<file path="src/rtl/sau_pkg.sv">
// sau_pkg: shared types, sizes and codes for the stack arithmetic unit
// no dependencies; used by the channel interfaces, the shared alu and the top level
package sau_pkg;

  localparam int DEPTH      = 16;
  localparam int WORD_WIDTH = 32;
  localparam int IDX_W      = $clog2(DEPTH);
  localparam int CNT_W      = $clog2(DEPTH + 1);
  localparam int ITER_W     = $clog2(WORD_WIDTH);
  localparam int KIND_W     = 3;
  localparam int STATUS_W   = 2;

  typedef logic [WORD_WIDTH-1:0] word_t;
  typedef logic [IDX_W-1:0]      idx_t;
  typedef logic [CNT_W-1:0]      cnt_t;
  typedef logic [ITER_W-1:0]     iter_t;

  typedef enum logic [KIND_W-1:0] {
    KIND_PUSH = 3'd0,
    KIND_POP  = 3'd1,
    KIND_ADD  = 3'd2,
    KIND_SUB  = 3'd3,
    KIND_MUL  = 3'd4,
    KIND_DIV  = 3'd5
  } kind_t;

  typedef enum logic [STATUS_W-1:0] {
    ST_OK    = 2'd0,
    ST_UNDER = 2'd1,
    ST_FULL  = 2'd2,
    ST_DIVZ  = 2'd3
  } status_t;

  typedef enum logic [1:0] {
    ALU_ADD = 2'd0,
    ALU_SUB = 2'd1,
    ALU_MUL = 2'd2,
    ALU_DIV = 2'd3
  } alu_op_t;

  // sequencer to alu
  typedef struct packed {
    logic    start;
    alu_op_t op;
  } alu_req_t;

  // alu to sequencer
  typedef struct packed {
    logic  done;
    word_t result;
  } alu_rsp_t;

endpackage

</file>
<file path="src/rtl/sau_if.sv">
// sau_if: valid/ready channel interfaces for requests and results
// depends on sau_pkg for the word width and the kind, status and count widths
interface sau_in_if import sau_pkg::*; ();
  logic                         valid;
  logic                         ready;
  logic [KIND_W-1:0]            kind;
  logic signed [WORD_WIDTH-1:0] value;

  modport source (output valid, output kind, output value, input ready);
  modport sink   (input valid, input kind, input value, output ready);
endinterface

interface sau_out_if import sau_pkg::*; ();
  logic                         valid;
  logic                         ready;
  logic signed [WORD_WIDTH-1:0] result_value;
  logic [STATUS_W-1:0]          status;
  logic [CNT_W-1:0]             item_count;

  modport source (output valid, output result_value, output status, output item_count,
                  input ready);
  modport sink   (input valid, input result_value, input status, input item_count,
                  output ready);
endinterface

</file>
<file path="src/rtl/sau_alu.sv">
// sau_alu: shared arithmetic unit, add/subtract in one step, shift-add multiply
// and restoring signed divide one bit per cycle; depends on sau_pkg
module sau_alu import sau_pkg::*; (
  input  logic     clk,
  input  logic     rst_n,
  input  alu_req_t req,
  input  word_t    a,      // top entry
  input  word_t    b,      // next entry
  output alu_rsp_t rsp
);

  typedef enum logic [2:0] {A_IDLE, A_MUL, A_DIV, A_FIX, A_DONE} alu_state_t;

  alu_state_t state_r;
  word_t      acc_r;   // product accumulator, final result
  word_t      x_r;     // multiplicand or divisor magnitude
  word_t      y_r;     // multiplier or dividend shifting into quotient
  word_t      rem_r;
  iter_t      cnt_r;
  logic       neg_r;

  logic [WORD_WIDTH:0] shifted;
  logic [WORD_WIDTH:0] diff;
  logic                last;

  assign shifted = {rem_r, y_r[WORD_WIDTH-1]};
  assign diff    = shifted - {1'b0, x_r};
  assign last    = (cnt_r == iter_t'(WORD_WIDTH - 1));

  assign rsp.done   = (state_r == A_DONE);
  assign rsp.result = acc_r;

  always_ff @(posedge clk) begin
    if (!rst_n) begin
      state_r <= A_IDLE;
    end else begin
      case (state_r)
        A_IDLE: begin
          if (req.start) begin
            cnt_r <= '0;
            case (req.op)
              ALU_ADD: begin
                acc_r   <= a + b;
                state_r <= A_DONE;
              end
              ALU_SUB: begin
                acc_r   <= a - b;
                state_r <= A_DONE;
              end
              ALU_MUL: begin
                acc_r   <= '0;
                x_r     <= a;
                y_r     <= b;
                state_r <= A_MUL;
              end
              default: begin
                // next divided by top on magnitudes, sign fixed at the end
                x_r     <= a[WORD_WIDTH-1] ? (~a + word_t'(1)) : a;
                y_r     <= b[WORD_WIDTH-1] ? (~b + word_t'(1)) : b;
                rem_r   <= '0;
                neg_r   <= a[WORD_WIDTH-1] ^ b[WORD_WIDTH-1];
                state_r <= A_DIV;
              end
            endcase
          end
        end
        A_MUL: begin
          if (y_r[0]) begin
            acc_r <= acc_r + x_r;
          end
          x_r   <= {x_r[WORD_WIDTH-2:0], 1'b0};
          y_r   <= {1'b0, y_r[WORD_WIDTH-1:1]};
          cnt_r <= cnt_r + iter_t'(1);
          if (last) begin
            state_r <= A_DONE;
          end
        end
        A_DIV: begin
          if (!diff[WORD_WIDTH]) begin
            rem_r <= diff[WORD_WIDTH-1:0];
            y_r   <= {y_r[WORD_WIDTH-2:0], 1'b1};
          end else begin
            rem_r <= shifted[WORD_WIDTH-1:0];
            y_r   <= {y_r[WORD_WIDTH-2:0], 1'b0};
          end
          cnt_r <= cnt_r + iter_t'(1);
          if (last) begin
            state_r <= A_FIX;
          end
        end
        A_FIX: begin
          acc_r   <= neg_r ? (~y_r + word_t'(1)) : y_r;
          state_r <= A_DONE;
        end
        A_DONE: begin
          state_r <= A_IDLE;
        end
        default: begin
          state_r <= A_IDLE;
        end
      endcase
    end
  end

endmodule

</file>
<file path="src/rtl/stack_arithmetic_unit.sv">
// stack_arithmetic_unit: bounded stack of signed words with a shared alu
// depends on sau_pkg, sau_if (channel interfaces) and sau_alu
//
// usage: each request on in_ch carries a kind (push, pop, add, subtract,
// multiply, divide) and a value used only by push. each request gives exactly
// one result on out_ch: the popped word or the new top (zero when empty), a
// status (ok, underflow, stack full, divide by zero) and the entry count.
// in_ch.ready is high only while no request is in progress, so one request is
// worked at a time.
// steps from accept to out_ch.valid: a push with room goes straight to the
// output stage, as does any request on an empty stack; a full push, a pop
// and reads of the top wait for the registered stack read port; add,
// subtract, multiply and divide read the top and then the next entry, a
// divide by zero stops there, and the rest run in the alu, multiply and
// divide through its 32-step shift-add and shift-subtract loop.
// the result sits in an output register, so a new request is accepted while
// the previous result waits; if the receiver stalls, the next result is held
// inside until the output register frees up.
// reset (synchronous, rst_n low) empties the stack; stack words need no
// clearing since only entries below the count are read.
module stack_arithmetic_unit import sau_pkg::*; (
  input logic       clk,
  input logic       rst_n,
  sau_in_if.sink    in_ch,
  sau_out_if.source out_ch
);

  typedef enum logic [2:0] {S_IDLE, S_TOP, S_NEXT, S_GO, S_WAIT, S_OUT} seq_state_t;

  seq_state_t state_r;
  kind_t      kind_r;
  word_t      t_r;
  word_t      res_r;
  status_t    stat_r;
  cnt_t       count_r;

  logic    out_valid_r;
  word_t   out_res_r;
  status_t out_stat_r;
  cnt_t    out_cnt_r;

  word_t mem [DEPTH];
  word_t rd_data_r;
  idx_t  rd_addr;
  logic  wr_en;
  idx_t  wr_addr;
  word_t wr_data;

  cnt_t cnt_m1;
  cnt_t cnt_m2;
  logic accept;
  logic divz;
  logic out_load;

  alu_req_t alu_req;
  alu_rsp_t alu_rsp;

  assign cnt_m1   = count_r - cnt_t'(1);
  assign cnt_m2   = count_r - cnt_t'(2);
  assign accept   = in_ch.valid && in_ch.ready;
  assign divz     = (kind_r == KIND_DIV) && (t_r == '0);
  assign out_load = (state_r == S_OUT) && (!out_valid_r || out_ch.ready);

  assign in_ch.ready         = (state_r == S_IDLE);
  assign out_ch.valid        = out_valid_r;
  assign out_ch.result_value = out_res_r;
  assign out_ch.status       = out_stat_r;
  assign out_ch.item_count   = out_cnt_r;

  // top is read on accept, next one in S_NEXT
  assign rd_addr = (state_r == S_NEXT) ? cnt_m2[IDX_W-1:0] : cnt_m1[IDX_W-1:0];

  always_comb begin
    wr_en   = 1'b0;
    wr_addr = count_r[IDX_W-1:0];
    wr_data = word_t'(in_ch.value);
    if (state_r == S_IDLE) begin
      wr_en = accept && (kind_t'(in_ch.kind) == KIND_PUSH) && (count_r != cnt_t'(DEPTH));
    end else if (state_r == S_WAIT) begin
      wr_en   = alu_rsp.done;
      wr_addr = cnt_m2[IDX_W-1:0];
      wr_data = alu_rsp.result;
    end
  end

  always_ff @(posedge clk) begin
    if (wr_en) begin
      mem[wr_addr] <= wr_data;
    end
    rd_data_r <= mem[rd_addr];
  end

  always_comb begin
    alu_req.start = (state_r == S_GO) && !divz;
    case (kind_r)
      KIND_ADD: alu_req.op = ALU_ADD;
      KIND_SUB: alu_req.op = ALU_SUB;
      KIND_MUL: alu_req.op = ALU_MUL;
      default:  alu_req.op = ALU_DIV;
    endcase
  end

  sau_alu u_alu (
    .clk   (clk),
    .rst_n (rst_n),
    .req   (alu_req),
    .a     (t_r),
    .b     (rd_data_r),
    .rsp   (alu_rsp)
  );

  always_ff @(posedge clk) begin
    if (!rst_n) begin
      state_r     <= S_IDLE;
      count_r     <= '0;
      out_valid_r <= 1'b0;
    end else begin
      if (out_load) begin
        out_valid_r <= 1'b1;
      end else if (out_ch.ready) begin
        out_valid_r <= 1'b0;
      end
      case (state_r)
        S_IDLE: begin
          if (accept) begin
            kind_r <= kind_t'(in_ch.kind);
            stat_r <= ST_OK;
            res_r  <= '0;
            case (kind_t'(in_ch.kind))
              KIND_PUSH: begin
                if (count_r == cnt_t'(DEPTH)) begin
                  stat_r  <= ST_FULL;
                  state_r <= S_TOP;
                end else begin
                  res_r   <= word_t'(in_ch.value);
                  count_r <= count_r + cnt_t'(1);
                  state_r <= S_OUT;
                end
              end
              KIND_POP: begin
                if (count_r == '0) begin
                  stat_r  <= ST_UNDER;
                  state_r <= S_OUT;
                end else begin
                  count_r <= cnt_m1;
                  state_r <= S_TOP;
                end
              end
              KIND_ADD, KIND_SUB, KIND_MUL, KIND_DIV: begin
                if (count_r < cnt_t'(2)) begin
                  stat_r  <= ST_UNDER;
                  state_r <= (count_r == '0) ? S_OUT : S_TOP;
                end else begin
                  state_r <= S_NEXT;
                end
              end
              default: begin
                // unused kinds just report the top
                state_r <= (count_r == '0) ? S_OUT : S_TOP;
              end
            endcase
          end
        end
        S_TOP: begin
          res_r   <= rd_data_r;
          state_r <= S_OUT;
        end
        S_NEXT: begin
          t_r     <= rd_data_r;
          state_r <= S_GO;
        end
        S_GO: begin
          if (divz) begin
            // dividend already sits in the next slot, just drop the top
            res_r   <= rd_data_r;
            stat_r  <= ST_DIVZ;
            count_r <= cnt_m1;
            state_r <= S_OUT;
          end else begin
            state_r <= S_WAIT;
          end
        end
        S_WAIT: begin
          if (alu_rsp.done) begin
            res_r   <= alu_rsp.result;
            count_r <= cnt_m1;
            state_r <= S_OUT;
          end
        end
        S_OUT: begin
          if (out_load) begin
            out_res_r   <= res_r;
            out_stat_r  <= stat_r;
            out_cnt_r   <= count_r;
            state_r     <= S_IDLE;
          end
        end
        default: begin
          state_r <= S_IDLE;
        end
      endcase
    end
  end

  a_count_bound: assert property (@(posedge clk) disable iff (!rst_n)
    count_r <= cnt_t'(DEPTH))
    else $error("entry count above depth");

  a_one_at_a_time: assert property (@(posedge clk) disable iff (!rst_n)
    accept |=> !in_ch.ready)
    else $error("request accepted while another is in progress");

  a_full_count: assert property (@(posedge clk) disable iff (!rst_n)
    (out_valid_r && out_stat_r == ST_FULL) |-> (out_cnt_r == cnt_t'(DEPTH)))
    else $error("stack full reported with room left");

  a_empty_zero: assert property (@(posedge clk) disable iff (!rst_n)
    (out_valid_r && out_cnt_r == '0 && out_stat_r == ST_UNDER) |-> (out_res_r == '0))
    else $error("nonzero result from an empty stack");

  a_alu_idle: assert property (@(posedge clk) disable iff (!rst_n)
    alu_rsp.done |-> (state_r == S_WAIT))
    else $error("alu result outside the wait state");

endmodule

</file>
<file path="src/flat_wrapper.sv">
// flat-port wrapper written by rule: the top's interface ports become plain ports
module stack_arithmetic_unit_flat import sau_pkg::*;
  (clk, rst_n, in_ch_valid, in_ch_kind, in_ch_value, in_ch_ready, out_ch_valid, out_ch_result_value, out_ch_status, out_ch_item_count, out_ch_ready);
  sau_in_if in_ch_i ();
  sau_out_if out_ch_i ();
  input logic clk;
  input logic rst_n;
  input wire logic [$bits(in_ch_i.valid)-1:0] in_ch_valid;
  input wire logic [$bits(in_ch_i.kind)-1:0] in_ch_kind;
  input wire logic [$bits(in_ch_i.value)-1:0] in_ch_value;
  output wire logic [$bits(in_ch_i.ready)-1:0] in_ch_ready;
  output wire logic [$bits(out_ch_i.valid)-1:0] out_ch_valid;
  output wire logic [$bits(out_ch_i.result_value)-1:0] out_ch_result_value;
  output wire logic [$bits(out_ch_i.status)-1:0] out_ch_status;
  output wire logic [$bits(out_ch_i.item_count)-1:0] out_ch_item_count;
  input wire logic [$bits(out_ch_i.ready)-1:0] out_ch_ready;
  assign in_ch_i.valid = in_ch_valid;
  assign in_ch_i.kind = in_ch_kind;
  assign in_ch_i.value = in_ch_value;
  assign in_ch_ready = in_ch_i.ready;
  assign out_ch_valid = out_ch_i.valid;
  assign out_ch_result_value = out_ch_i.result_value;
  assign out_ch_status = out_ch_i.status;
  assign out_ch_item_count = out_ch_i.item_count;
  assign out_ch_i.ready = out_ch_ready;
  stack_arithmetic_unit u_core (.clk(clk), .rst_n(rst_n), .in_ch(in_ch_i), .out_ch(out_ch_i));
endmodule
</file>
<file path="config.mk">
export PLATFORM = sky130hd
export DESIGN_NAME = stack_arithmetic_unit_flat
export DESIGN_NICKNAME = d
export VERILOG_FILES = /design/src/rtl/sau_pkg.sv /design/src/rtl/sau_if.sv /design/src/rtl/sau_alu.sv /design/src/rtl/stack_arithmetic_unit.sv /design/src/flat_wrapper.sv
export SDC_FILE = /design/constraint.sdc
export NUM_CORES = 1
export LEC_CHECK = 0
export ABC_AREA = 1
export BUFFER_PORTS_ARGS = -buffer_cell sky130_fd_sc_hd__buf_2
export CORE_ASPECT_RATIO = 0.8
export CORE_UTILIZATION = 39
export CTS_CLUSTER_SIZE = 20
export DETAILED_ROUTE_END_ITERATION = 16
export PLACE_DENSITY = 0.57
export SLEW_MARGIN = 15
export SYNTH_ARGS = -nofsm -noshare
export SYNTH_HDL_FRONTEND = slang
export SYNTH_HIERARCHICAL = 1
export SYNTH_SLANG_ARGS = --single-unit
</file>
<file path="constraint.sdc">
create_clock -name clk -period 21.5 [get_ports clk]
set_input_delay 1.075 -clock clk [delete_from_list [all_inputs] [get_ports clk]]
set_output_delay 1.075 -clock clk [all_outputs]
set_load 0.005 [all_outputs]
</file>
# ---- Yosys cells after proc, flatten, opt, wreduce, memory -nomap -nowiden
# Memory sizes are Yosys's and may differ from the RTL's. A register that Yosys moved wholly into a read port is not among the register bits.
# Index checks and enable logic that the tools add are counted.
dict set report totals {
  reg_bits 254
  ram_bits 512
  inputBits 39
  output_inout_bits 41
  wordCells 180
  memories 1
}
# name words width rd rd_clocked_by_memory_dff write_ports line
set mem_list {}
lappend mem_list {u_core.mem 16 32 1 1 1 stack_arithmetic_unit.sv:42} ;# word_t mem [DEPTH];
dict set report op_classes {
  addsub 11
  n_lt_le_gt_ge 1
  n_eq_ne 37
  n_mux 66
  bitwise 5
  reduce_logical 42
}
# cell count
set ops {}
lappend ops {{$mux W32} 17}
lappend ops {{$pmux W32 S3} 3}
lappend ops {{$pmux W32 S2} 4}
lappend ops {{$pmux W32 S4} 1}
lappend ops {{$add A32 B1 Y32 const B} 3}
lappend ops {{$not A32 Y32} 3}
lappend ops {{$add A32 B32 Y32} 2}
lappend ops {{$sub A33 B32 Y33} 1}
lappend ops {{$logic_not A32 Y1} 1}
lappend ops {{$sub A32 B32 Y32} 1}
lappend ops {{$mux W5} 6}
lappend ops {{$mux W3} 9}
lappend ops {{$eq A3 B2 Y1 const B} 8}
lappend ops {{$eq A3 B3 Y1 const B} 7}
lappend ops {{$pmux W5 S2} 2}
lappend ops {{$reduce_and A4 Y1} 5}
lappend ops {{$pmux W3 S6} 1}
lappend ops {{$pmux W5 S3} 1}
lappend ops {{$reduce_and A3 Y1} 5}
lappend ops {{$mux W4} 3}
lappend ops {{$ne A2 B2 Y1 const B} 6}
lappend ops {{$pmux W2 S3} 2}
lappend ops {{$pmux W3 S2} 2}
lappend ops {{$pmux W3 S4} 1}
lappend ops {{other kinds (32)} 68}

# ---- Longest topological paths before layout
dict set report depth {
  ltp_word 7
  ltp_mapped 22
  mapped_depth_nobuf 22
}

# ---- Modules after synthesis
# Netlist, hierarchy kept.
# mod n_inst cells_per_inst area_per_inst_um2 seq_area_each_um2
set by_module_without_submodules {}
lappend by_module_without_submodules {stack_arithmetic_unit 1 2407 27022.2 19438.6}
lappend by_module_without_submodules {sau_alu 1 2676 16224.3 4083.9}

# ---- Worst setup path after synthesis
# Ideal clock, no wire load.
dict set report synth_path {
  path_kind {register -> register}
  start {register u_core.state_r[0]}
  end {register u_core.u_alu.acc_r[0], enable pin}
  setup_ns 0.595
  arrival_ns 6.267
  required_ns 20.905
  setup_slack_ns 14.639
  path_stages_with_launch 11
  path_buffers 0
  period_less_slack_ns 6.861
  cell_sequence {dfxtp_1 -> inv_1 -> nor2_1 -> nand2_1 -> inv_1 -> nand2_1 -> inv_1 -> nor2_1 -> inv_1 -> nand2_1 -> a2111oi_0}
}
# element line
set synth_lines {}
lappend synth_lines {{start, declared} stack_arithmetic_unit.sv:30} ;# seq_state_t state_r;
lappend synth_lines {{start signal, assigned} stack_arithmetic_unit.sv:152} ;# state_r <= (count_r == '0) ? S_OUT : S_TOP;
lappend synth_lines {{start signal, assigned} stack_arithmetic_unit.sv:159} ;# state_r <= (count_r == '0) ? S_OUT : S_TOP;
lappend synth_lines {{end signal, assigned} sau_alu.sv:43} ;# acc_r <= a + b;
lappend synth_lines {{end signal, assigned} sau_alu.sv:47} ;# acc_r <= a - b;
lappend synth_lines {{end signal, assigned} sau_alu.sv:69} ;# acc_r <= acc_r + x_r;
lappend synth_lines {{end, declared} sau_alu.sv:15} ;# word_t acc_r;

# ---- Worst setup path after layout
dict set report layout_path {
  start {register u_core.rd_data_r[0], read port of u_core.mem}
  end {register u_core.u_alu.acc_r[25], data pin}
}
dict set report layout_via {
  elab_chain_cells 4
  elab_cells_between_ends 5
  cone_classes {2 x add/sub; 3 x mux}
}
# element line
set layout_rtl {}
lappend layout_rtl {{start, declared} stack_arithmetic_unit.sv:43} ;# word_t rd_data_r;
lappend layout_rtl {{$sub A32 B32 Y32 or $add A32 B32 Y32 (tied branches)} {sau_alu.sv:47, sau_alu.sv:43}}
lappend layout_rtl {{$pmux W32 S3 (*)} sau_alu.sv:41} ;# case (req.op)
lappend layout_rtl {{$mux W32 (*)} sau_alu.sv:39} ;# if (req.start) begin
lappend layout_rtl {{$pmux W32 S3 (*)} sau_alu.sv:37} ;# case (state_r)
# Mark *: on every way between the ends. The rest lies on a longest branch, timed or not. The select of a mux whose other input is x is not followed.
# A chain may end at the register's enable or synchronous reset.

==> results.cfg <==
[setup_path]
critPathMaxStageDelay_ps = 450
crit_chain = inv_1 -> ha_1 -> nand2_1 -> nor2_1 -> inv_1 -> nor2_1 -> nand3_1 -> xor2_1 -> nand2_1 -> o21ai_0 -> ha_1 -> nand2_1 -> inv_1 -> nand2_1 -> nor2_1 -> and3_1 -> nand2_1 -> nand2_1 -> nand2_1 -> nand3_1 -> nand3_1
startpoint_type = flip-flop
worstPathMaxFanout = 5
arrival_ps = 4790
required_ps = 21920
crit_path_frequent_cell = nand2_1
critPathKind = reg2reg
cp-end-kind = flip-flop
cp_slowest_cell = ha_1
cp_num_buf_inv = 3
path_delay_family = simple AND/OR/NAND/NOR gates

[floorplan]
io_pins = 80
row_count = 108
core-area_sq_mm = 0.109
die_area_sq_mm = 0.112
die_h_microns = 300
die_w_microns = 374
initial_core_util_pct = 39.6

[power]
p_clk_share_pct = 22.1
ir_drop_mv = 0.131
p_sw_uw = 3200
leakage_uw = 0.0203
p_int_uw = 3810
power_frac_seq_pct = 31.3
switching_share_pct = 45.6
powerDensity_mw_per_mm2 = 146
comb_power_share_pct = 46.6

[min_path]
hold_class = reg2reg

[sta]
layout_min_cycle_time_ps = 4370
rsz0062_at_grt = no
fin_crit_sh_pct = 20.3
final_max_slew_viol_count = 0
finalWorstSetupSlack_ps = 17130
fin_skew_ps = 25.9
fmax_ghz = 0.229
setup_viol = 0
hold_violations = 0
fin_tns_setup_ps = 0
tightest_slew_ps = 1270
maxSlewHeadroom_pct = 14.6

[finish]
mostFrequentLayoutCells = nand2_1 (1,812), edfxtp_1 (754), inv_1 (624)
multiInputGateArea_sq_mm = 0.0168
regArea_sq_mm = 0.0235
diodes = 0
fillerInstances = 10800
finalNetCount = 5271
final_common_cell = nand2_1
syn_to_final_growth_pct = 11.3
drive_above_1_share_pct = 6.37

[global_routing]
antenna_found_initial = 8
grt_max_degree = 129
grt_first_pass_wirelength_microns = 213000
grt_pass1_vias = 31700
grt-ovfl-total = 0
grt_usage_pct = 25.3

[placed_design]
port_buffers = 79
hpwl_microns = 102000
gp_congestion = 0.955
pre_cts_slack_ps = 17340

[cts]
cts_tree = built
path_clk_slew_ps = 60
cts-root-buf = clkbuf_16
cts.sinks = 798
clockBufferDepth = 3
cts_hold_buf = 0
cts_buffers = 86
post-cts-setup-buffers = 0
cts_resized = 0
ctsHtreeMaxLevel = 3
clkLatencyLatePin_ps = 680

[run]
cap_violations = 0

[synthesis]
synth_fp_nets = 5231
synth-seq-area-share_pct = 54.4
syn_area_per_cell_sq_um = 8.51
synthSimpleGateAreaFrac_pct = 26.5
synth_top_family_by_area = simple AND/OR/NAND/NOR gates
ys_ff_latch = 798
syn_inst = 5083
synthAdderAreaFrac_pct = 3.21
async_reset_ff_share_pct = 0
yosysTopAreaCell = edfxtp_1
synth.area.top_cells = edfxtp_1 (52%), nand2_1 (16%), nand3_1 (5.6%), inv_1 (5.4%), nor2_1 (3.1%)
netlist_area_sq_mm = 0.0432
yosysWarnings = 6
synthMuxAreaShare_pct = 0
synth_ff_type = edfxtp_1
synth_edf_count = 754
yosysTopAreaCellShare_pct = 52.4
synth_xor_area_share_pct = 1.66
synth_compound_area_share_pct = 6.79
yosysUniqueCellTypes = 52

[detailed_routing]
detailroute.via_count = 35500
vias_per_cell = 5.36
initialDrtViolationCount = 4446
wl_per_cell_microns = 21.6
ant_nets = 0
drc = 0
drtPass1Iterations = 7
wl_microns = 143000

[run_status]
status = finished clean
final timing paths:
path | slack [ps] | depth (start not counted) | to | start
max | 17130 | 21 | u_core/u_alu/acc_r[25]$_DFFE_PP_ | u_core/rd_data_r[0]$_DFF_P_
min | 420 | 0 | u_core/out_ch.result_value[2]$_DFFE_PP_ | u_core/res_r[2]$_DFFE_PP_
max reg2reg | 17130 | 21 | u_core/u_alu/acc_r[25]$_DFFE_PP_ | u_core/rd_data_r[0]$_DFF_P_
min reg2reg | 420 | 0 | u_core/out_ch.result_value[2]$_DFFE_PP_ | u_core/res_r[2]$_DFFE_PP_
sequential cells by signal, summed over array words and instances, names as in the netlist, 3 cells and up:
name / flops
u_core/state_r: 3
u_core/u_alu/cnt_r: 5
u_core/rd_data_r: 32
u_core/t_r: 32
u_core/u_alu/acc_r: 32
u_core/out_ch.item_count: 5
u_core/kind_r: 3
u_core/u_alu/state_r: 3
u_core/u_alu/x_r: 32
u_core/u_alu/rem_r: 32
u_core/res_r: 32
u_core/count_r: 5
u_core/mem: 512
u_core/u_alu/y_r: 32
u_core/out_ch.result_value: 32
final cells by class:
class                           instances  area share [%]
Sequential cell                       798            48.9
Clock buffer                          102            4.72
Clock inverter                         59            1.33
Multi-Input combinational cell       3480            34.8
Inverter                              634            4.95
Timing Repair Buffer                  123            1.56
Tap cell                             1430            3.72
stage by stage:
stage	instance area, sq um	instances	total power [uW]	hold WS [ps]	utilization, %
CTS	48100	6625	7020	420	44.1
global route	48100	6626	7460	426	44.1
detailed placement	45200	6464	5450	405	41.4
global placement	45200	6463	5440	401	41.4
floorplan	43200	5083	4330	400	-
finish	48100	6626	7010	421	44.1
metal layers:
metal  up-vias  track usage, %  wire [microns]
met2      1549            34.3           56600
met5         -               0              55
li1      16900               -               -
met1     16900            41.1           70500
met4        10            5.34            2690
met3       177            4.24           13200
cell usage after synthesis (3+ instances only):
| cell type | number |
|---|---|
| o21ai_0 | 178 |
| inv_2 | 7 |
| buf_6 | 3 |
| fa_1 | 3 |
| nand4_1 | 41 |
| buf_1 | 12 |
| and2_1 | 7 |
| nand2_1 | 1814 |
| nand3_1 | 488 |
| nor2_2 | 4 |
| dfxtp_1 | 44 |
| clkbuf_1 | 59 |
| nor2_1 | 361 |
| o311ai_0 | 33 |
| buf_4 | 6 |
| o221ai_1 | 14 |
| o22ai_1 | 4 |
| or2_2 | 12 |
| ha_1 | 106 |
| nand2_2 | 10 |
| edfxtp_1 | 754 |
| buf_2 | 88 |
| nor4_1 | 5 |
| xnor2_1 | 9 |
| inv_1 | 626 |
| nor3_1 | 32 |
| a21o_1 | 10 |
| o211ai_1 | 90 |
| o21bai_1 | 13 |
| xor2_1 | 73 |
| a21oi_1 | 129 |
| o31ai_1 | 3 |
| o21ai_1 | 7 |
| nand3b_1 | 12 |
cells by family after synthesis:
group	count (synthesis)
adder cells (fa/ha/maj)	109
AND/OR/NAND/NOR	2801
buffers and inverters	805
flip-flops	798
XOR/XNOR	82
AO/OA/AOI/OAI	488
power groups by stage:
stage,registers [uW],logic (uW),clock network (uW)
6_report,2200,3270,1550
5_1_grt,2210,3610,1640
4_1_cts,2190,3240,1580
3_5_place_dp,2220,3220,0
3_3_place_gp,2220,3220,0
2_1_floorplan,2130,2190,0
Power figures use the tool's default switching activity.
